`config.mk`:
```
export PLATFORM = sky130hd
export DESIGN_NAME = rbd_front
export DESIGN_NICKNAME = d
export VERILOG_FILES = /design/src/sv/rbd_pkg.sv /design/src/sv/rbd_front.sv
export SDC_FILE = /design/constraint.sdc
export NUM_CORES = 1
export LEC_CHECK = 0
export BUFFER_PORTS_ARGS = -buffer_cell sky130_fd_sc_hd__buf_2
export CAP_MARGIN = 5
export CELL_PAD_IN_SITES_DETAIL_PLACEMENT = 0
export CELL_PAD_IN_SITES_GLOBAL_PLACEMENT = 1
export CORE_MARGIN = 2
export CORE_UTILIZATION = 39
export DETAILED_ROUTE_END_ITERATION = 8
export PLACE_DENSITY_LB_ADDON = 0.12
export SYNTH_ARGS = -nofsm -noshare
export SYNTH_HDL_FRONTEND = slang
export SYNTH_SLANG_ARGS = --single-unit
```
`constraint.sdc`:
```
create_clock -name clock -period 2.8 [get_ports clock]
set_input_delay 0.28 -clock clock [delete_from_list [all_inputs] [get_ports clock]]
set_output_delay 0.28 -clock clock [all_outputs]
set_load 0.03 [all_outputs]
```
`src/sv/rbd_pkg.sv`:
```
// ----------------------------------------------------------------------------
// rbd_pkg: shared types and constants for the RLE / back-reference decoder
// Command encoding passed from the front (parser) to the back (executor).
// ----------------------------------------------------------------------------
package rbd_pkg;

   // command opcodes
   localparam logic [1:0] OP_NOP  = 2'd0;   // no output, may carry a clear
   localparam logic [1:0] OP_FILL = 2'd1;   // one result of len copies of byte
   localparam logic [1:0] OP_COPY = 2'd2;   // len results read from history

   localparam int QDEPTH = 4;
   localparam int QPTR_W = 2;

   localparam logic [8:0] SEEN_CAP = 9'd258;

   typedef struct packed {
      logic [1:0] op;
      logic [7:0] data;   // fill value or (distance - 2) for copies
      logic [6:0] len;
      logic       clr;    // end of stream: reset history pointers afterwards
   } cmd_type;

endpackage

```
`src/sv/rbd_front.sv`:
```
// ----------------------------------------------------------------------------
// rbd_front: compressed byte parser
// Tracks the command phase and turns input bytes into back-end commands.
// ----------------------------------------------------------------------------
module rbd_front (
   input  logic             clock,
   input  logic             reset,
   input  logic             req_valid,
   output logic             req_ready,
   input  logic [7:0]       req_code_byte,
   input  logic             req_last_in,
   input  logic             q_full,
   output logic             q_push,
   output rbd_pkg::cmd_type q_cmd
);

   localparam logic [1:0] PH_CODE    = 2'd0;
   localparam logic [1:0] PH_LITERAL = 2'd1;
   localparam logic [1:0] PH_FILL    = 2'd2;
   localparam logic [1:0] PH_DIST    = 2'd3;

   logic [1:0] phase_ff, phase_in;
   logic [6:0] lit_left_ff, lit_left_in;
   logic [6:0] pend_ff, pend_in;
   logic       ended_ff, ended_in;
   logic       accept;
   logic       gen;
   rbd_pkg::cmd_type cmd;

   assign req_ready = !q_full;
   assign accept    = req_valid && req_ready;

   always_comb begin
      phase_in    = phase_ff;
      lit_left_in = lit_left_ff;
      pend_in     = pend_ff;
      ended_in    = ended_ff;
      gen         = 1'b0;
      cmd.op      = rbd_pkg::OP_NOP;
      cmd.data    = req_code_byte;
      cmd.len     = 7'd1;
      cmd.clr     = req_last_in;
      if (accept) begin
         if (!ended_ff) begin
            case (phase_ff)
               PH_LITERAL: begin
                  gen         = 1'b1;
                  cmd.op      = rbd_pkg::OP_FILL;
                  lit_left_in = lit_left_ff - 7'd1;
                  if (lit_left_ff == 7'd1) begin
                     phase_in = PH_CODE;
                  end
               end
               PH_FILL: begin
                  gen      = 1'b1;
                  cmd.op   = rbd_pkg::OP_FILL;
                  cmd.len  = pend_ff;
                  pend_in  = 7'd0;
                  phase_in = PH_CODE;
               end
               PH_DIST: begin
                  gen      = 1'b1;
                  cmd.op   = rbd_pkg::OP_COPY;
                  cmd.len  = pend_ff;
                  pend_in  = 7'd0;
                  phase_in = PH_CODE;
               end
               default: begin
                  if (req_code_byte < 8'd64) begin
                     lit_left_in = 7'(req_code_byte) + 7'd1;
                     phase_in    = PH_LITERAL;
                  end else if (req_code_byte < 8'd128) begin
                     // zero fill
                     gen      = 1'b1;
                     cmd.op   = rbd_pkg::OP_FILL;
                     cmd.data = 8'd0;
                     cmd.len  = 7'(req_code_byte - 8'd62);
                  end else if (req_code_byte < 8'd192) begin
                     pend_in  = 7'(req_code_byte - 8'd126);
                     phase_in = PH_FILL;
                  end else if (req_code_byte < 8'd254) begin
                     pend_in  = 7'(req_code_byte - 8'd190);
                     phase_in = PH_DIST;
                  end else if (req_code_byte == 8'd255) begin
                     ended_in = 1'b1;
                  end
               end
            endcase
         end
         if (req_last_in) begin
            phase_in    = PH_CODE;
            lit_left_in = 7'd0;
            pend_in     = 7'd0;
            ended_in    = 1'b0;
         end
      end
   end

   // a final byte with no command still goes down as a clear
   assign q_push = accept && (gen || req_last_in);
   assign q_cmd  = cmd;

   always_ff @(posedge clock) begin
      if (reset) begin
         phase_ff    <= PH_CODE;
         lit_left_ff <= 7'd0;
         pend_ff     <= 7'd0;
         ended_ff    <= 1'b0;
      end else begin
         phase_ff    <= phase_in;
         lit_left_ff <= lit_left_in;
         pend_ff     <= pend_in;
         ended_ff    <= ended_in;
      end
   end

endmodule

```
==> results.rst <==
.. list-table::
   :header-rows: 1

   * - Metric
     - Value
   * - Violation count after the first detailed-routing iteration
     - 64
   * - Post-synth top area cell
     - dfxtp_1
   * - Share of power burned in registers
     - 0.410
   * - Die height
     - 65.53 um
   * - Number of warnings printed during yosys synthesis
     - 0
   * - Detailed placement HPWL
     - around 3 mm
   * - Fin. Hold Viols
     - 0
   * - Number of top-level pins
     - 33
   * - Max-slew headroom at the worst pin
     - 0.5331
   * - Row count
     - 22
   * - Outcome
     - complete, no violations
   * - RSZ-0062 raised after global routing
     - no
   * - DRT antenna net count
     - 0
   * - Die Outline Area
     - around 4300 um^2
   * - Commonest cells after routing, fill and taps aside
     - buf_2 (32), nand2_1 (22), nor2_1 (18), dfxtp_1 (17), o21ai_0 (16)
   * - ANT cells
     - 0
   * - Critical Path Source Type
     - flip-flop
   * - Maximum level of the CTS H-tree
     - 1
   * - Area of the placeable core
     - approximately 3700 um^2
   * - Crit path time final
     - approximately 2.5 ns
   * - Clock tree from TritonCTS
     - done
   * - Per-instance average area after synthesis
     - 7.571 um^2
   * - Number of buffer cells added on primary ports
     - 32
   * - Area contributors post-synth
     - dfxtp_1 (23%), ha_1 (10%), nand2_1 (5.6%), o21ai_0 (5.4%), nor2_1 (4.6%)
   * - Clock network power share
     - 0.309
   * - Fin nets
     - 250
   * - Root buffer cell
     - clkbuf_8
   * - Initial antenna violation count
     - 0
   * - Routed vias
     - about 1400
   * - Switching power as a share of total power
     - 0.3365
   * - CP Max Fanout
     - 11
   * - Longest Clk Path Bufs
     - 2
   * - First-pass GRT wire length
     - 6.492 mm
   * - Via count of the first global-routing pass
     - between 1000 and 1500
   * - Clock transition time at the flip-flop clock pins of the worst setup and hold paths
     - around 0.07 ns
   * - Count of instances resized after the clock tree is built
     - 0
   * - Global placer's final weighted congestion
     - 0.8097
   * - Proportion of synthesized flip-flops having asynchronous set or reset
     - 0
   * - Worst setup slack after layout
     - between 0.3 and 0.4 ns
   * - Slew @ Worst Pin
     - between 0.6 and 0.7 ns
   * - Switching component of the power
     - 0.2072 mW
   * - Count of cell types in the netlist
     - between 40 and 50
   * - Sum of routed wire length over all layers
     - 3.930 mm
   * - Area growth from synthesis to layout
     - 15.93%
   * - Number of buffers inserted to repair setup after CTS
     - 0
   * - Static leakage
     - ~0.72 nW
   * - Final setup violation count
     - 0
   * - Cell Int Power
     - around 0.41 mW
   * - Starting density of the core
     - 0.4033
   * - Total clock buffers created by CTS
     - 3
   * - Overall track demand over capacity in global routing
     - 0.1944
   * - Count of hold-fix buffers inserted at cts
     - 0
   * - Clk Latency, worst-skew pair
     - ~0.25 ns
   * - Setup Slack @ Placement
     - between 0.5 and 0.6 ns
   * - Critical Path RT
     - around 2.5 ns
   * - Count of max-cap constraint violations
     - 0
   * - Setup Total Neg Slack
     - 0 ns
   * - Grt ovf
     - 0
   * - Post-Syn Instances
     - a little under 200
   * - Startpoint-to-endpoint class of the critical path
     - reg2out
   * - Net count of the mapped netlist
     - 220
   * - Fraction of layout instances using a drive strength above 1
     - 0.1920
   * - Dominant synthesized flop cell
     - dfxtp_1
   * - Highest attainable clock frequency
     - about 400 MHz
   * - Period Utilization, post-route
     - 0.8818
   * - X dimension of the die
     - around 66 um
   * - Post-synth design cell area
     - 1476 um^2
   * - # clock sinks
     - 17
   * - Seq/Total Area, Yosys
     - 0.2305
   * - WP data arrival
     - about 2.2 ns
   * - Power density normalized to cell area
     - around 360 nW/um^2
   * - DRT Pass-1 Iters
     - 4
   * - Flop and latch count out of synthesis
     - 17
   * - Area share of the leading cell type in the synthesized netlist
     - 0.2305
   * - Largest voltage drop on the vdd net
     - approximately 240 uV
   * - Number of inserted filler cells in the final layout
     - 381
   * - Pins over their slew limit
     - 0
   * - Post-synth EDFFs
     - 0
   * - Residual DRC
     - 0
   * - Clock tree skew after final layout
     - around 0.00039 ns
   * - Largest net degree at the start of global routing
     - 17
   * - Setup crit end kind
     - output port
   * - Worst hold path type
     - in2reg
   * - Routed length per instance
     - between 10 and 15 um
   * - Ratio of routed vias to standard cells
     - 5.313
   * - Leading cell type in the layout, fill and taps excluded
     - buf_2
   * - Combinational power share
     - 0.281
[path summary, 6_finish.rpt]
path,startpoint,to,slack [ns],cells past startpoint
worst min-delay path,reset,pend_ff[1],0.36,2
worst min register to register,lit_left_ff[5],lit_left_ff[5],0.47,2
worst max-delay path,phase_ff[1],q_cmd[6],0.33,6
worst max register to register,phase_ff[1],phase_ff[0],0.57,7
[critical path, stage by stage (launching register included)]
cell and delay, ns:
dfxtp_1 0.38, inv_1 0.13, ha_1 0.32, nand2b_1 0.17
or3_1 0.50, o21ai_0 0.21, buf_2 0.22
[cells in the mapped netlist (2+ instances only)]
master and number:
nand2_1 22, nor2_1 18, dfxtp_1 17, o21ai_0 16, ha_1 12, a21oi_1 11
inv_1 10, and2_1 8, nand2b_1 6, nor3_1 6, xor2_1 6, clkbuf_1 5
mux2i_1 4, nand4_1 4, nor2b_1 4, o2bb2ai_1 4, or3_1 4, xnor2_1 4
buf_2 3, nand3_1 3, a22o_1 2, a31oi_1 2, nor4_1 2, o211ai_1 2
o31ai_1 2
[through the flow]
stage / utilization / power, mW / hold WS, ns / area (um^2) / instances
floorplan: - / 0.3780 / 0.4322 / 1476 / 195
global placement: 0.4552 / 0.4287 / 0.4468 / 1667 / 268
detailed placement: 0.4552 / 0.4298 / 0.4511 / 1667 / 268
CTS: 0.4675 / 0.6226 / 0.3610 / 1712 / 272
global route: 0.4675 / 0.6534 / 0.3886 / 1712 / 272
finish: 0.4675 / 0.6155 / 0.3644 / 1712 / 272
[cells by family (layout without fill, tap and decap cells)]
kind of cell,after synthesis,after routing,share of synthesized area
compound gates,44,44,0.1864
xor+xnor,10,10,0.05932
fa+ha+maj,12,12,0.1017
buf+inv,20,49,0.06102
flops,17,17,0.2305
mux,4,4,0.02712
simple gates,88,88,0.3339
[final cells by class]
class / instances / area, um^2 / share of cell area
inverter: 10 / 37.54 / 0.02193
sequential: 17 / 340.3 / 0.1988
multi-input combinational: 158 / 1046 / 0.6111
tap: 48 / 60.06 / 0.03509
clock buffer: 4 / 45.04 / 0.02632
timing repair buffer: 35 / 182.7 / 0.1067
[registers in the layout, summed over array words and instances (netlist names)]
name / count
pend_ff: 7
ended_ff: 1
phase_ff: 2
lit_left_ff: 7
[routing by layer]
metal | up-vias | global-route usage | wire length [um]
li1 | 743 | - | -
met4 | 0 | 0.04167 | 29
met2 | 35 | 0.3482 | 1897
met1 | 665 | 0.2409 | 1873
met3 | 2 | 0.03596 | 130
met5 | - | 0 | 0
[power groups by stage]
stage	Clock, mW	Sequential, mW	Combinational [mW]
3_5_place_dp	0	0.258	0.172
4_1_cts	0.197	0.252	0.173
2_1_floorplan	0	0.257	0.121
3_3_place_gp	0	0.258	0.171
6_report	0.190	0.252	0.173
5_1_grt	0.211	0.253	0.190
Power figures use the tool's default switching activity.
