==> src/sv/rbd_pkg.sv <==
// ----------------------------------------------------------------------------
// rbd_pkg: shared types and constants for the RLE / back-reference decoder
// Command encoding passed from the front (parser) to the back (executor).
// ----------------------------------------------------------------------------
package rbd_pkg;

   // command opcodes
   localparam logic [1:0] OP_NOP  = 2'd0;   // no output, may carry a clear
   localparam logic [1:0] OP_FILL = 2'd1;   // one result of len copies of byte
   localparam logic [1:0] OP_COPY = 2'd2;   // len results read from history

   localparam int QDEPTH = 4;
   localparam int QPTR_W = 2;

   localparam logic [8:0] SEEN_CAP = 9'd258;

   typedef struct packed {
      logic [1:0] op;
      logic [7:0] data;   // fill value or (distance - 2) for copies
      logic [6:0] len;
      logic       clr;    // end of stream: reset history pointers afterwards
   } cmd_type;

endpackage

==> src/sv/rbd_back.sv <==
// ----------------------------------------------------------------------------
// rbd_back: command executor with history store
// Writes decoded bytes into the circular history, reads back-references
// and drives the result output register.
// ----------------------------------------------------------------------------
module rbd_back #(
   parameter int HISTORY_DEPTH = 512
) (
   input  logic             clock,
   input  logic             reset,
   input  logic             q_not_empty,
   input  rbd_pkg::cmd_type q_cmd,
   output logic             q_pop,
   output logic             rsp_valid,
   input  logic             rsp_ready,
   output logic [7:0]       rsp_value,
   output logic [6:0]       rsp_run_length,
   output logic             rsp_last_of_run
);

   localparam int AW = $clog2(HISTORY_DEPTH);
   localparam logic [AW:0]   DEPTH_C = (AW+1)'(HISTORY_DEPTH);
   localparam logic [AW-1:0] LAST_AD = AW'(HISTORY_DEPTH - 1);

   localparam logic [2:0] ST_IDLE  = 3'd0;
   localparam logic [2:0] ST_EMIT  = 3'd1;   // first (only) result of a fill
   localparam logic [2:0] ST_FILLW = 3'd2;   // remaining history writes of a fill
   localparam logic [2:0] ST_RD    = 3'd3;   // history read for a copy byte
   localparam logic [2:0] ST_CPY   = 3'd4;   // emit and write back a copy byte

   logic [7:0] hist_mem [HISTORY_DEPTH];

   logic [2:0]    state_ff, state_in;
   rbd_pkg::cmd_type cmd_ff, cmd_in;
   logic [6:0]    cnt_ff, cnt_in;
   logic [AW-1:0] wp_ff, wp_in;
   logic [8:0]    seen_ff, seen_in;
   logic [7:0]    rd_q_ff;
   logic          out_valid_ff, out_valid_in;
   logic [7:0]    out_value_ff, out_value_in;
   logic [6:0]    out_len_ff, out_len_in;
   logic          out_last_ff, out_last_in;

   logic          slot_free;
   logic          hist_we, hist_re;
   logic [7:0]    hist_wd;
   logic [8:0]    back_dist;
   logic [AW:0]   dist_x, wp_x, rd_sum;
   logic [AW-1:0] rd_addr;
   logic [7:0]    copy_val;
   logic [AW-1:0] wp_next;
   logic [8:0]    seen_next;
   logic          finish;

   assign slot_free = !out_valid_ff || rsp_ready;

   assign back_dist = {1'b0, cmd_ff.data} + 9'd2;
   assign dist_x    = (AW+1)'(back_dist);
   assign wp_x   = {1'b0, wp_ff};
   assign rd_sum = (wp_x >= dist_x) ? wp_x - dist_x : wp_x + DEPTH_C - dist_x;
   assign rd_addr = rd_sum[AW-1:0];

   // sources before stream start read as zero
   assign copy_val  = (back_dist <= seen_ff) ? rd_q_ff : 8'd0;
   assign wp_next   = (wp_ff == LAST_AD) ? '0 : wp_ff + 1'b1;
   assign seen_next = (seen_ff < rbd_pkg::SEEN_CAP) ? seen_ff + 9'd1 : seen_ff;

   always_comb begin
      state_in     = state_ff;
      cmd_in       = cmd_ff;
      cnt_in       = cnt_ff;
      wp_in        = wp_ff;
      seen_in      = seen_ff;
      q_pop        = 1'b0;
      hist_we      = 1'b0;
      hist_re      = 1'b0;
      hist_wd      = cmd_ff.data;
      finish       = 1'b0;
      out_valid_in = out_valid_ff && !rsp_ready;
      out_value_in = out_value_ff;
      out_len_in   = out_len_ff;
      out_last_in  = out_last_ff;
      case (state_ff)
         ST_IDLE: begin
            if (q_not_empty) begin
               q_pop  = 1'b1;
               cmd_in = q_cmd;
               cnt_in = q_cmd.len;
               case (q_cmd.op)
                  rbd_pkg::OP_FILL: state_in = ST_EMIT;
                  rbd_pkg::OP_COPY: state_in = ST_RD;
                  default: begin
                     if (q_cmd.clr) begin
                        wp_in   = '0;
                        seen_in = 9'd0;
                     end
                  end
               endcase
            end
         end
         ST_EMIT: begin
            if (slot_free) begin
               out_valid_in = 1'b1;
               out_value_in = cmd_ff.data;
               out_len_in   = cnt_ff;
               out_last_in  = 1'b1;
               hist_we      = 1'b1;
               wp_in        = wp_next;
               seen_in      = seen_next;
               cnt_in       = cnt_ff - 7'd1;
               if (cnt_ff == 7'd1) begin
                  finish = 1'b1;
               end else begin
                  state_in = ST_FILLW;
               end
            end
         end
         ST_FILLW: begin
            hist_we = 1'b1;
            wp_in   = wp_next;
            seen_in = seen_next;
            cnt_in  = cnt_ff - 7'd1;
            finish  = (cnt_ff == 7'd1);
         end
         ST_RD: begin
            hist_re  = 1'b1;
            state_in = ST_CPY;
         end
         ST_CPY: begin
            if (slot_free) begin
               out_valid_in = 1'b1;
               out_value_in = copy_val;
               out_len_in   = 7'd1;
               out_last_in  = (cnt_ff == 7'd1);
               hist_we      = 1'b1;
               hist_wd      = copy_val;
               wp_in        = wp_next;
               seen_in      = seen_next;
               cnt_in       = cnt_ff - 7'd1;
               if (cnt_ff == 7'd1) begin
                  finish = 1'b1;
               end else begin
                  state_in = ST_RD;
               end
            end
         end
         default: state_in = ST_IDLE;
      endcase
      if (finish) begin
         state_in = ST_IDLE;
         if (cmd_ff.clr) begin
            wp_in   = '0;
            seen_in = 9'd0;
         end
      end
   end

   always_ff @(posedge clock) begin
      if (hist_we) begin
         hist_mem[wp_ff] <= hist_wd;
      end
      if (hist_re) begin
         rd_q_ff <= hist_mem[rd_addr];
      end
   end

   always_ff @(posedge clock) begin
      cmd_ff       <= cmd_in;
      cnt_ff       <= cnt_in;
      out_value_ff <= out_value_in;
      out_len_ff   <= out_len_in;
      out_last_ff  <= out_last_in;
   end

   always_ff @(posedge clock) begin
      if (reset) begin
         state_ff     <= ST_IDLE;
         wp_ff        <= '0;
         seen_ff      <= 9'd0;
         out_valid_ff <= 1'b0;
      end else begin
         state_ff     <= state_in;
         wp_ff        <= wp_in;
         seen_ff      <= seen_in;
         out_valid_ff <= out_valid_in;
      end
   end

   assign rsp_valid       = out_valid_ff;
   assign rsp_value       = out_value_ff;
   assign rsp_run_length  = out_len_ff;
   assign rsp_last_of_run = out_last_ff;

   a_seen_cap: assert property (@(posedge clock) disable iff (reset)
      seen_ff <= rbd_pkg::SEEN_CAP) else $error("bytes seen past cap");
   a_wp_range: assert property (@(posedge clock) disable iff (reset)
      wp_ff <= LAST_AD) else $error("history pointer out of range");
   a_rd_then_cpy: assert property (@(posedge clock) disable iff (reset)
      state_ff == ST_RD |=> state_ff == ST_CPY) else $error("copy read not followed");
   a_cnt_live: assert property (@(posedge clock) disable iff (reset)
      (state_ff == ST_CPY || state_ff == ST_FILLW) |-> cnt_ff != 7'd0)
      else $error("work state with zero count");

endmodule
==> config.mk <==
export PLATFORM = sky130hd
export DESIGN_NAME = rbd_back
export DESIGN_NICKNAME = d
export VERILOG_FILES = /design/src/sv/rbd_pkg.sv /design/src/sv/rbd_back.sv
export SDC_FILE = /design/constraint.sdc
export NUM_CORES = 2
export LEC_CHECK = 0
export BUFFER_PORTS_ARGS = -buffer_cell sky130_fd_sc_hd__buf_2
export CAP_MARGIN = 30
export CORE_AREA = 5 5 527 529
export CTS_CLUSTER_SIZE = 30
export DETAILED_ROUTE_END_ITERATION = 10
export DIE_AREA = 0 0 532 534
export GPL_TIMING_DRIVEN = 1
export PLACE_DENSITY = 0.77
export SLEW_MARGIN = 25
export SYNTH_ARGS = -nofsm -noshare
export SYNTH_HDL_FRONTEND = slang
export SYNTH_SLANG_ARGS = --single-unit
export TNS_END_PERCENT = 20
==> constraint.sdc <==
create_clock -name clock -period 41.8 [get_ports clock]
set_input_delay 6.27 -clock clock [delete_from_list [all_inputs] [get_ports clock]]
set_output_delay 6.27 -clock clock [all_outputs]
set_load 0.05 [all_outputs]
==> results.yml <==
critical_path:
  cp-start-kind: "primary input"
  crit_arrival_ns: 7.13
  worstReg2RegEnd: "rd_q_ff[2]$_DFFE_PP_"
  cp_max_fo: 10
  cp.buffers_inverters: 2
  r2r_start: "cmd_ff[9]$_DFFE_PP_"
  crit_path_end_kind: "output port"
  regToRegSetupSlack_ns: 33.19
  r2r_cells: 13
  criticalPathCategory: "in2out"
  cp_top_family: "buffers and inverters"
  cp_common_cell: "buf_2"
  critPathRequiredTime_ns: 35.53
  crit_path_top_delay_cell: "and2_1"
  crit_chain: "buf_2, and2_1, buf_2"
  slowest_delay_ns: 0.39
yosys:
  synthArstFlopShare: 0
  yosys.area.top_type: "edfxtp_1"
  yosysMostFrequentCell: "edfxtp_1"
  ys.warnings.count: 0
  ys.flop_type: "edfxtp_1"
  synth_edf_count: 4136
  synth_commonest_cells: "edfxtp_1 (4136), mux4_2 (1143), nor2_1 (594), nand2_1 (593), clkbuf_1 (183)"
  yosys-top-cells-area: "edfxtp_1 (76%), mux4_2 (16%), nor2_1 (1.4%), nand2_1 (1.4%), nand3_1 (0.47%)"
  synth_area_per_cell_sq_um: 21.01
  synth_nets: 7799
  synth-seq-area-share: 0.7655
  ys_seq_elements: 4158
  ys_types: 73
  postSynthCellCount: 7749
  synth_area_sq_um: 162800
  yosysTopAreaCellShare: 0.7628
sta:
  drv_slew: 0
  final.setup.tns_ns: 0
  slew_headroom: 0.2358
  setup_viol: 0
  fmax_ghz: 0.07462
  min_period_over_period: 0.3206
  worst_pin_slew_ns: 1.146
  hold_viol_final: 0
  rsz0062_at_grt: "false"
  fin_worst_skew_ns: 0.06630
  fin_crit_ns: 13.40
final_layout:
  num-fill-cells: 16300
  area_growth_pct: 10.65
  final_core_util: 0.6613
  drive_gt1_frac: 0.2452
  finish.net_count: 7950
power_and_ir_drop:
  p_seq_frac: 0.382
  pwr-share-comb: 0.340
  clockPowerShare: 0.278
  switching_power_w: 0.004353
  ir_drop_v: 0.0001045
  p_per_area_nw_per_um2: 71.60
  netSwitchingFraction: 0.3375
  internal-power_w: 0.008546
  p_leak_nw: 55.79
placed_design:
  place_congestion: 0.9109
  placement.io_buffers: 39
  detailed_place_hpwl_mm: 237.0
global_route:
  grt_max_degree: 218
  use_met3: 0.08334
  antenna_found_initial: 19
  grt_pass1_wl_mm: 611.1
  grt_usage: 0.2975
  first_global_vias: 82900
  met1_usage: 0.4179
  grt_most_used_layer: "met2"
  overflow: 0
  use_met2: 0.4454
floorplanning:
  die_h_microns: 534
  initial_utilization: 0.5977
  core_sq_um: 272400
  pin_count: 40
  rows: 192
  dieArea_sq_um: 284100
  die_w_microns: 532
cts:
  cts_hold_buf: 0
  clk_path_buf_depth: 4
  insertion_delay_ns: 0.94
  cts_resized: 0
  clk_pin_slew_ns: 0.06
  cts_tree: "built"
  cts_setup_buffers: 0
  cts_buffers: 391
  cts_htree_levels: 5
  root_buffer: "clkbuf_16"
  cts_sinks: 4158
min_path:
  hold_depth: 2
  whs_endpoint: "seen_ff[7]$_SDFF_PP0_"
  hold_start: "seen_ff[7]$_SDFF_PP0_"
  hold_class: "reg2reg"
route:
  drtAntennaViolNets: 0
  wirelength_mm: 425.9
  vias_per_cell: 7.046
  wl_per_cell_microns: 35.99
  num_vias: 83380
  drt_iter0_markers: 13990
  drcViolationCount: 0
  drtPass1Iterations: 9
job:
  maxCapViolCount: 0
status:
  status: "finished clean"
[layer usage]
metal,vias to the layer above,part of all wire
met2,7155,0.47
met5,-,0.00011
li1,32280,-
met1,42820,0.34
met4,8,0.052
met3,1115,0.14
[worst min-delay path, delay by kind of cell (launching register included)]
kind	cells	cell delay, ns
DFF	1	0.34
and+or+nand+nor	1	0.08
AOI/OAI and AO/OA	1	0.05
[power by group through the flow]
stage	logic, W	clock network (W)	registers [W]
6_report	0.00438	0.00359	0.00493
5_1_grt	0.00452	0.00380	0.00493
4_1_cts	0.00427	0.00359	0.00493
3_5_place_dp	0.00420	0	0.00502
3_3_place_gp	0.00411	0	0.00502
2_1_floorplan	0.00273	0	0.00554
[how the worst max path moves through the flow]
stage	startpoint	endpoint	slack, ns	depth (start not counted)
floorplan	rsp_ready	hist_mem[0][0]$_DFFE_PP_	10.99	4
global placement	q_not_empty	q_pop	28.44	3
detailed placement	q_not_empty	q_pop	28.40	3
CTS	q_not_empty	q_pop	28.39	3
global route	q_not_empty	q_pop	28.36	3
finish	q_not_empty	q_pop	28.40	3
[cell usage in the layout (no fill, tap or decap), drive strengths merged, types with 9 or more instances in the layout]
master	n
ha	27
a32o	15
diode	24
a311oi	17
nand4	46
or3	9
a22oi	17
mux2i	64
xor2	9
nor3	30
a21oi	76
dfxtp	22
nor2	594
nand3	154
clkbuf	462
buf	224
nand2	593
inv	36
clkinvlp	30
a31oi	23
a32oi	37
clkinv	164
bufinv	45
xnor2	9
mux4	1144
a221oi	9
edfxtp	4136
and3	29
o211ai	12
o21a	10
and2	10
o21ai	74
o22ai	10
[stage by stage]
step	std cells	hold WS [ns]	cell area [sq um]	power, W	setup WS, ns
floorplan	7749	0.4590	162800	0.008270	10.99
global route	11820	0.5458	180100	0.01324	28.36
CTS	11790	0.5118	179700	0.01279	28.39
global placement	11070	0.4990	166700	0.009131	28.44
detailed placement	11080	0.5036	166900	0.009215	28.40
finish	11830	0.5155	180200	0.01290	28.40
[layout make-up]
class / instances / area [sq um] / area share
flip-flops and latches: 4158 / 124600 / 0.6918
well taps: 3589 / 4491 / 0.02493
repair buffers: 224 / 2158 / 0.01198
diodes: 24 / 60.06 / 0.0003334
clock inverters: 252 / 2556 / 0.01419
multi-input cells: 3102 / 35970 / 0.1996
clock buffers: 462 / 10200 / 0.05662
inverters: 23 / 86.33 / 0.0004792
[flip-flops by register name, indices dropped and copies added (netlist names)]
| name | cells |
|---|---|
| rsp_run_length | 7 |
| cnt_ff | 7 |
| wp_ff | 9 |
| seen_ff | 9 |
| cmd_ff | 9 |
| state_ff | 3 |
| rsp_value | 8 |
| hist_mem | 4096 |
| rsp_valid | 1 |
| rd_q_ff | 8 |
| rsp_last_of_run | 1 |
[logic make-up after synthesis]
kind of cell / synth area share
multiplexers: 0.1622
AND/OR/NAND/NOR: 0.03854
adder cells (fa/ha/maj): 0.002198
AO/OA/AOI/OAI: 0.01438
buffers and inverters: 0.01597
XOR/XNOR: 0.001176
flip-flops: 0.7655
No activity file was read; power rests on OpenSTA's default activity.
