<file path="config.mk">
export PLATFORM = sky130hd
export DESIGN_NAME = rbd_fifo
export DESIGN_NICKNAME = d
export VERILOG_FILES = /design/src/sv/rbd_pkg.sv /design/src/sv/rbd_fifo.sv
export SDC_FILE = /design/constraint.sdc
export NUM_CORES = 1
export LEC_CHECK = 0
export BUFFER_PORTS_ARGS = -buffer_cell sky130_fd_sc_hd__clkbuf_2
export CORE_UTILIZATION = 28
export CTS_CLUSTER_DIAMETER = 200
export DETAILED_ROUTE_END_ITERATION = 6
export HOLD_SLACK_MARGIN = 0.15
export SLEW_MARGIN = 10
export SYNTH_ARGS = -nofsm -noshare
export SYNTH_HDL_FRONTEND = slang
export SYNTH_SLANG_ARGS = --single-unit
</file>
<file path="constraint.sdc">
create_clock -name clock -period 1.9 [get_ports clock]
set_clock_uncertainty 0.05 [all_clocks]
set_input_delay 0 -clock clock [delete_from_list [all_inputs] [get_ports clock]]
set_output_delay 0 -clock clock [all_outputs]
set_load 0.03 [all_outputs]
</file>
<file path="src/sv/rbd_pkg.sv">
// ----------------------------------------------------------------------------
// rbd_pkg: shared types and constants for the RLE / back-reference decoder
// Command encoding passed from the front (parser) to the back (executor).
// ----------------------------------------------------------------------------
package rbd_pkg;

   // command opcodes
   localparam logic [1:0] OP_NOP  = 2'd0;   // no output, may carry a clear
   localparam logic [1:0] OP_FILL = 2'd1;   // one result of len copies of byte
   localparam logic [1:0] OP_COPY = 2'd2;   // len results read from history

   localparam int QDEPTH = 4;
   localparam int QPTR_W = 2;

   localparam logic [8:0] SEEN_CAP = 9'd258;

   typedef struct packed {
      logic [1:0] op;
      logic [7:0] data;   // fill value or (distance - 2) for copies
      logic [6:0] len;
      logic       clr;    // end of stream: reset history pointers afterwards
   } cmd_type;

endpackage

</file>
<file path="src/sv/rbd_fifo.sv">
// ----------------------------------------------------------------------------
// rbd_fifo: command queue between parser and executor
// Small register FIFO, push and pop in the same cycle allowed.
// ----------------------------------------------------------------------------
module rbd_fifo (
   input  logic             clock,
   input  logic             reset,
   input  logic             push,
   input  rbd_pkg::cmd_type push_cmd,
   input  logic             pop,
   output logic             full,
   output logic             not_empty,
   output rbd_pkg::cmd_type head_cmd
);

   rbd_pkg::cmd_type entry_ff [rbd_pkg::QDEPTH];
   logic [rbd_pkg::QPTR_W-1:0] wr_ptr_ff, wr_ptr_in;
   logic [rbd_pkg::QPTR_W-1:0] rd_ptr_ff, rd_ptr_in;
   logic [rbd_pkg::QPTR_W:0]   count_ff, count_in;
   logic do_push, do_pop;

   assign full      = (count_ff == (rbd_pkg::QPTR_W+1)'(rbd_pkg::QDEPTH));
   assign not_empty = (count_ff != '0);
   assign head_cmd  = entry_ff[rd_ptr_ff];
   assign do_push   = push && !full;
   assign do_pop    = pop && not_empty;

   always_comb begin
      wr_ptr_in = do_push ? wr_ptr_ff + 1'b1 : wr_ptr_ff;
      rd_ptr_in = do_pop ? rd_ptr_ff + 1'b1 : rd_ptr_ff;
      count_in  = count_ff;
      if (do_push && !do_pop) begin
         count_in = count_ff + 1'b1;
      end else if (do_pop && !do_push) begin
         count_in = count_ff - 1'b1;
      end
   end

   always_ff @(posedge clock) begin
      if (do_push) begin
         entry_ff[wr_ptr_ff] <= push_cmd;
      end
   end

   always_ff @(posedge clock) begin
      if (reset) begin
         wr_ptr_ff <= '0;
         rd_ptr_ff <= '0;
         count_ff  <= '0;
      end else begin
         wr_ptr_ff <= wr_ptr_in;
         rd_ptr_ff <= rd_ptr_in;
         count_ff  <= count_in;
      end
   end

   a_no_overflow: assert property (@(posedge clock) disable iff (reset)
      push |-> !full) else $error("command pushed into full queue");
   a_count_range: assert property (@(posedge clock) disable iff (reset)
      count_ff <= (rbd_pkg::QPTR_W+1)'(rbd_pkg::QDEPTH)) else $error("queue count overrun");
   a_pop_moves: assert property (@(posedge clock) disable iff (reset)
      (pop && not_empty && !push) |=> count_ff == $past(count_ff) - 1'b1)
      else $error("pop did not drain queue");

endmodule

</file>
==> run_results.csv, run 1 <==
group,metric,value,unit
detailed_routing,vias_per_cell,4.21,
timing,period_share,1.02,
yosys,yosys-top-cells-area,"edfxtp_1, mux4_2, dfxtp_1",
setup_path,r2r_end,"count_ff[2]$_SDFFE_PP0P_",
timing,rsz0062_at_grt,"yes",
floorplanning,die_w,107,um
setup_path,rr_startpoint,"count_ff[1]$_SDFFE_PP0P_",
power_and_ir_drop,power.density,1280,nW/um^2
yosys,synth_cell_types,22,
finish,fillers,971,
place,portBuffers,41,
floorplanning,die_y,107,um
finish,drive_above_1_share,0.424,
setup_path,worstSetupEndpointType,"flip-flop",
setup_path,critical-path-max-stage-delay,0.38,ns
place,post-place-ws,-0.0937,ns
job,drv_cap,0,
finish,seqCellArea,2350,sq um
setup_path,crit_fanout,5,
setup_path,critPathBufInv,1,
clocking,cts.path.max_buffers,2,
setup_path,cp_slowest_cell,"dfxtp_4",
power_and_ir_drop,p_comb_frac,0.321,
yosys,synth_top_area_cell,"edfxtp_1",
power_and_ir_drop,power,0.00514,W
worst_hold_path,hold_depth,2,
finish,utilization,0.383,
timing,setup_ws,-0.0409,ns
yosys,yosysWarningCount,0,
floorplanning,ios,42,
worst_hold_path,hp-start,"push_cmd[14]",
setup_path,reg2regPathDepth,7,
detailed_routing,drt-initial-drc-count,47,
power_and_ir_drop,ir_drop,0.000596,V
yosys,synth_top_area_share,0.702,
power_and_ir_drop,clock_power_share,0.242,
grt,antenna_found_initial,0,
timing,max_freq,515,MHz
detailed_routing,totalWireLength,5.17,mm
clocking,h-tree-depth,3,
floorplanning,core-area,10500,sq um
setup_path,critical_path_class,"flip-flop to flip-flop",
worst_hold_path,holdPathEnd,"entry_ff[1][14]$_DFFE_PP_",
power_and_ir_drop,p_switching,0.00164,W
detailed_routing,wl_per_cell,14.2,um
timing,fin_tns_setup,-0.0409,ns
detailed_routing,postRouteAntennaNets,0,
timing,slew_viol_final,0,
timing,slew_headroom,0.779,
finish,insertedDiodeCount,0,
detailed_routing,route.detailed.drc,0,
timing,finalSetupViolCount,1,
power_and_ir_drop,p_int,0.00350,W
power_and_ir_drop,swShare,0.319,
setup_path,r2r_slack,-0.04,ns
power_and_ir_drop,power.leakage,1.41,nW
clocking,cts.clk_slew.worst_paths,0.09,ns
setup_path,critical-path-top-delay-family,"adder cells",
yosys,synthTopCellsByCount,"edfxtp_1, mux4_2, dfxtp_1, ha_1, nor2_1",
place,hpwl,3.08,mm
finish,area.growth.synth_to_final,30.5,%
finish,postLayoutCellArea,4020,sq um
yosys,ys.flop_type,"edfxtp_1",
place,gp_congestion,0.657,
worst_hold_path,min_path_type,"input port to flip-flop",
finish,multi_input_area,698,sq um
timing,hold_violations,0,
yosys,synthCells,142,
yosys,yosysSeqAreaShare,0.760,
clocking,clock_latency,0.34,ns
timing,worst_pin_slew,0.326,ns
detailed_routing,vias,1538,
grt,grt_usage,0.101,
yosys,synth_nets,170,
clocking,cts_made_buffers,9,
setup_path,critPathRequiredTime,2.12,ns
grt,grt_pass1_vias,1609,
floorplanning,dieArea,11400,sq um
yosys,synth.most_common_cell,"edfxtp_1",
yosys,async_flop_share,0,
timing,period_needed,1.94,ns
setup_path,path_cells,"o31ai_4 -> ha_2 -> inv_2 -> fa_2 -> xor2_1 -> or3_1 -> a21oi_1",
yosys,synth.avg_cell_area,21.7,sq um
finish,nNetsFinal,252,
yosys,syn_area,3080,sq um
setup_path,cp-start-kind,"flip-flop",
setup_path,arrival,2.17,ns
clocking,clock-root-buffer,"clkbuf_8",
grt,grt_overflow,0,
floorplanning,fp-row-count,37,
yosys,ys_ff_latch,81,
detailed_routing,drt_first_pass_iters,4,
clocking,clock_sinks,81,
grt,grt_max_degree,19,
clocking,cts_tree,"built",
place,dpl_cell_area,3570,sq um
floorplanning,start_util,0.293,
grt,grt_pass1_wl,8.29,mm
power_and_ir_drop,seq_power_share,0.437,
yosys,synth_edf_count,72,
run_status,violations,"negative setup slack",
run_status,outcome,"finished, violations left",
## how the worst max path moves through the flow
stage / start / end / cells past startpoint
2_1_floorplan: count_ff[2]$_SDFFE_PP0P_ / count_ff[2]$_SDFFE_PP0P_ / 8
3_3_place_gp: count_ff[1]$_SDFFE_PP0P_ / count_ff[2]$_SDFFE_PP0P_ / 7
3_5_place_dp: count_ff[1]$_SDFFE_PP0P_ / count_ff[2]$_SDFFE_PP0P_ / 7
4_1_cts: count_ff[2]$_SDFFE_PP0P_ / count_ff[2]$_SDFFE_PP0P_ / 7
5_1_grt: count_ff[1]$_SDFFE_PP0P_ / count_ff[2]$_SDFFE_PP0P_ / 7
6_report: count_ff[1]$_SDFFE_PP0P_ / count_ff[2]$_SDFFE_PP0P_ / 7
## power groups by stage
stage / sequential (W) / combinational, W / clock, W
3_5_place_dp: 0.00228 / 0.00161 / 0
5_1_grt: 0.00227 / 0.00180 / 0.00135
4_1_cts: 0.00225 / 0.00167 / 0.00129
3_3_place_gp: 0.00227 / 0.00159 / 0
6_report: 0.00225 / 0.00165 / 0.00125
2_1_floorplan: 0.00227 / 0.00116 / 0
## metal layers
layer | vias up | track usage | wire, um
met4 | 0 | 0.0528 | 114
li1 | 737 | - | -
met2 | 34 | 0.171 | 2580
met5 | - | 0 | 0
met3 | 13 | 0.0249 | 201
met1 | 754 | 0.118 | 2280
## cells by family (layout without fill, tap and decap cells)
family | Yosys count | count (layout) | synth area share
DFF | 81 | 81 | 0.760
muxes | 20 | 20 | 0.138
and+or+nand+nor | 16 | 16 | 0.0305
buffers and inverters | 9 | 96 | 0.0195
adders and majority gates | 6 | 6 | 0.0268
AOI/OAI and AO/OA | 6 | 6 | 0.0134
xor gates and xnor gates | 4 | 4 | 0.0114
## repair_timing
| item | in CTS | in global routing |
|---|---|---|
| pin swaps | 3 | 2 |
| hold buffers | 21 | 0 |
| endpoints found under the hold margin | 81 | 0 |
| buffers inserted | 2 | 1 |
| resized for setup | 3 | 0 |
| endpoints found under the setup margin | 1 | 1 |
## sequential cells by signal (all words and copies together), names as in the netlist, named ones only
name and count:
count_ff 3, wr_ptr_ff 2, rd_ptr_ff 2, entry_ff 72
## layout by cell type, fill, tap and decap left out
master / instances
inv_2: 1
o21ai_0: 2
dfxtp_4: 3
nand2b_1: 2
dlygate4sd3_1: 21
and2_1: 4
edfxtp_1: 72
buf_12: 5
clkbuf_2: 41
bufinv_16: 1
o311ai_1: 1
or3_1: 3
clkinvlp_4: 2
a21oi_1: 2
nor3b_4: 1
xor2_1: 4
ha_2: 1
fa_2: 1
clkinv_1: 1
o31ai_4: 1
mux4_2: 18
nor2_2: 1
inv_8: 1
ha_1: 4
buf_4: 9
clkinv_4: 1
mux2i_1: 2
nor2_1: 5
inv_1: 3
inv_6: 1
dfxtp_1: 6
clkbuf_8: 9
## area by class of cell
class / instances / area share
flip-flops and latches: 81 / 0.585
clock buffers: 9 / 0.0308
clock inverters: 7 / 0.0193
inverters: 4 / 0.00373
multi-input cells: 52 / 0.174
repair buffers: 76 / 0.145
well taps: 136 / 0.0423
## metrics by stage
| stage | hold WS (ns) | cells |
|---|---|---|
| after floorplan | 0.0489 | 142 |
| after global placement | 0.168 | 325 |
| after detailed placement | 0.174 | 325 |
| after CTS | 0.348 | 364 |
| after global routing | 0.353 | 365 |
| final | 0.362 | 365 |
Power figures use the tool's default switching activity.
==> inputs of run 2 (changes only) <==
Settings changed: CTS_BUF_LIST set to sky130_fd_sc_hd__clkbuf_2, PLACE_DENSITY set to 0.43.
==> run_results.csv, run 2 (synthesized netlist as in run 1, its figures left out) <==
group,metric,value,unit
finish,layout.cells.non_filler,379,
place,placed_cells,329,
setup_path,cp_slowest_cell,"dfxtp_4",
finish,largest-register,"entry_ff",
setup_path,r2r_slack,-0.11,ns
grt,grt_overflow,0,
setup_path,crit_fanout,4,
setup_path,critPathBufInv,1,
grt,grt_pass1_wl,9.16,mm
setup_path,arrival,2.39,ns
floorplanning,die_y,107,um
power_and_ir_drop,clock_power_share,0.189,
setup_path,reg2regPathDepth,8,
clocking,clock_latency,0.48,ns
grt,grt_usage,0.111,
clocking,h-tree-depth,3,
power_and_ir_drop,p_int,0.00363,W
floorplanning,fp-row-count,37,
power_and_ir_drop,power.leakage,1.49,nW
finish,layout_common_cells,"edfxtp_1, clkbuf_2, dlygate4sd3_1",
grt,use_met2,0.193,
timing,setup_ws,-0.111,ns
timing,period_share,1.06,
place,post-place-ws,-0.0971,ns
finish,insertedDiodeCount,0,
floorplanning,core-area,10500,sq um
worst_hold_path,min_path_type,"input port to flip-flop",
clocking,cts_made_buffers,9,
timing,hold_violations,0,
place,hpwl,3.75,mm
setup_path,cp-start-kind,"flip-flop",
finish,largest_register_ffs,72,
job,drv_cap,0,
clocking,cts_tree,"built",
timing,timing.hold.ws,0.206,ns
clocking,cts.clk_slew.worst_paths,0.21,ns
power_and_ir_drop,seq_power_share,0.429,
place,dpl_cell_area,3540,sq um
detailed_routing,wl_per_cell,15.6,um
finish,layout_commonest_cell,"edfxtp_1",
grt,grt_pass1_vias,1805,
power_and_ir_drop,ir_drop,0.000677,V
finish,nNetsFinal,266,
timing,max_freq,497,MHz
floorplanning,dieArea,11400,sq um
finish,postLayoutCellArea,4170,sq um
detailed_routing,route.detailed.drc,0,
setup_path,critical-path-max-stage-delay,0.41,ns
power_and_ir_drop,swShare,0.315,
floorplanning,die_w,107,um
setup_path,r2r_end,"count_ff[2]$_SDFFE_PP0P_",
finish,drive_above_1_share,0.436,
detailed_routing,drt_first_pass_iters,4,
finish,fillers,952,
finish,multi_input_area,698,sq um
timing,rsz0062_at_grt,"yes",
power_and_ir_drop,p_switching,0.00167,W
power_and_ir_drop,power.density,1270,nW/um^2
grt,grt_max_degree,19,
floorplanning,start_util,0.293,
timing,period_needed,2.01,ns
grt,antenna_found_initial,0,
timing,slew_viol_final,0,
detailed_routing,vias,1639,
place,gp_congestion,0.744,
floorplanning,ios,42,
clocking,clock-root-buffer,"clkbuf_2",
timing,finalSetupViolCount,1,
setup_path,rr_startpoint,"count_ff[2]$_SDFFE_PP0P_",
setup_path,critical-path-top-delay-family,"simple AND/OR/NAND/NOR gates",
worst_hold_path,hold_depth,3,
finish,reg.largest.list,"entry_ff (72), count_ff (3)",
detailed_routing,postRouteAntennaNets,0,
finish,area.growth.synth_to_final,35.2,%
place,portBuffers,41,
run_status,outcome,"finished, violations left",
clocking,clock_sinks,81,
worst_hold_path,hp-start,"reset",
grt,use_met3,0.0347,
setup_path,critical_path_class,"flip-flop to flip-flop",
detailed_routing,drt-initial-drc-count,33,
timing,worst_pin_slew,0.293,ns
power_and_ir_drop,p_comb_frac,0.381,
run_status,violations,"negative setup slack",
detailed_routing,totalWireLength,5.90,mm
finish,seqCellArea,2360,sq um
clocking,cts.path.max_buffers,2,
timing,slew_headroom,0.802,
grt,use_met1,0.125,
setup_path,worstSetupEndpointType,"flip-flop",
setup_path,path_cells,"nor3b_4 -> nor2_2 -> ha_2 -> inv_2 -> fa_2 -> xor2_1 -> or3_1 -> a21oi_1",
grt,global_route.peak_usage_layer,"met2",
detailed_routing,vias_per_cell,4.32,
setup_path,critPathRequiredTime,2.28,ns
run 2: metal layers:
| layer | up-vias | routed length (um) |
|---|---|---|
| met5 | - | 0 |
| met4 | 0 | 114 |
| met3 | 11 | 229 |
| met2 | 39 | 3050 |
| met1 | 820 | 2510 |
| li1 | 769 | - |
run 2: timing repair:
item / 4_1_cts / 5_1_grt
resized for setup: 13 / 62
gates cloned: 0 / 1
hold buffers: 26 / 2
endpoints found under the setup margin: 15 / 19
pin swaps: 3 / 1
hold endpoints to repair: 81 / 8
buffers inserted: 3 / 2
run 2: final cells by class:
type	count	share of cell area
Sequential cell	81	0.566
Timing Repair Buffer	90	0.190
Multi-Input combinational cell	52	0.168
Tap cell	136	0.0409
Clock inverter	5	0.0192
Clock buffer	11	0.0132
Inverter	4	0.00360
run 2: how the worst max path moves through the flow:
| stage | from | endpoint | slack, ns | cells past startpoint |
|---|---|---|---|---|
| 2_1_floorplan | count_ff[2]$_SDFFE_PP0P_ | count_ff[2]$_SDFFE_PP0P_ | -0.07 | 8 |
| 3_3_place_gp | count_ff[1]$_SDFFE_PP0P_ | count_ff[2]$_SDFFE_PP0P_ | 0.009 | 7 |
| 3_5_place_dp | count_ff[1]$_SDFFE_PP0P_ | count_ff[2]$_SDFFE_PP0P_ | -0.1 | 7 |
| 4_1_cts | count_ff[2]$_SDFFE_PP0P_ | count_ff[2]$_SDFFE_PP0P_ | -0.08 | 7 |
| 5_1_grt | count_ff[2]$_SDFFE_PP0P_ | count_ff[2]$_SDFFE_PP0P_ | -0.19 | 8 |
| 6_report | count_ff[2]$_SDFFE_PP0P_ | count_ff[2]$_SDFFE_PP0P_ | -0.11 | 8 |
run 2: power groups by stage:
stage	sequential (W)	clock, W	combinational (W)
after floorplan	0.00227	0	0.00116
after global placement	0.00226	0	0.00156
after detailed placement	0.00228	0	0.00160
after CTS	0.00226	0.00104	0.00178
after global routing	0.00230	0.00111	0.00215
final	0.00228	0.00101	0.00202
run 2: worst register-to-register path: stages, from the launching register on:
cell and delay (ns):
dfxtp_4 0.41, nor3b_4 0.16, nor2_2 0.14, ha_2 0.21
inv_2 0.05, fa_2 0.34, xor2_1 0.17, or3_1 0.30
a21oi_1 0.13
run 2: stage by stage:
stage	setup TNS, ns	power [W]	utilization
after floorplan	-0.0910	0.00344	-
after global placement	0	0.00382	0.337
after detailed placement	-0.0971	0.00389	0.337
after CTS	-0.0978	0.00507	0.381
after global routing	-0.640	0.00556	0.396
final	-0.111	0.00531	0.396
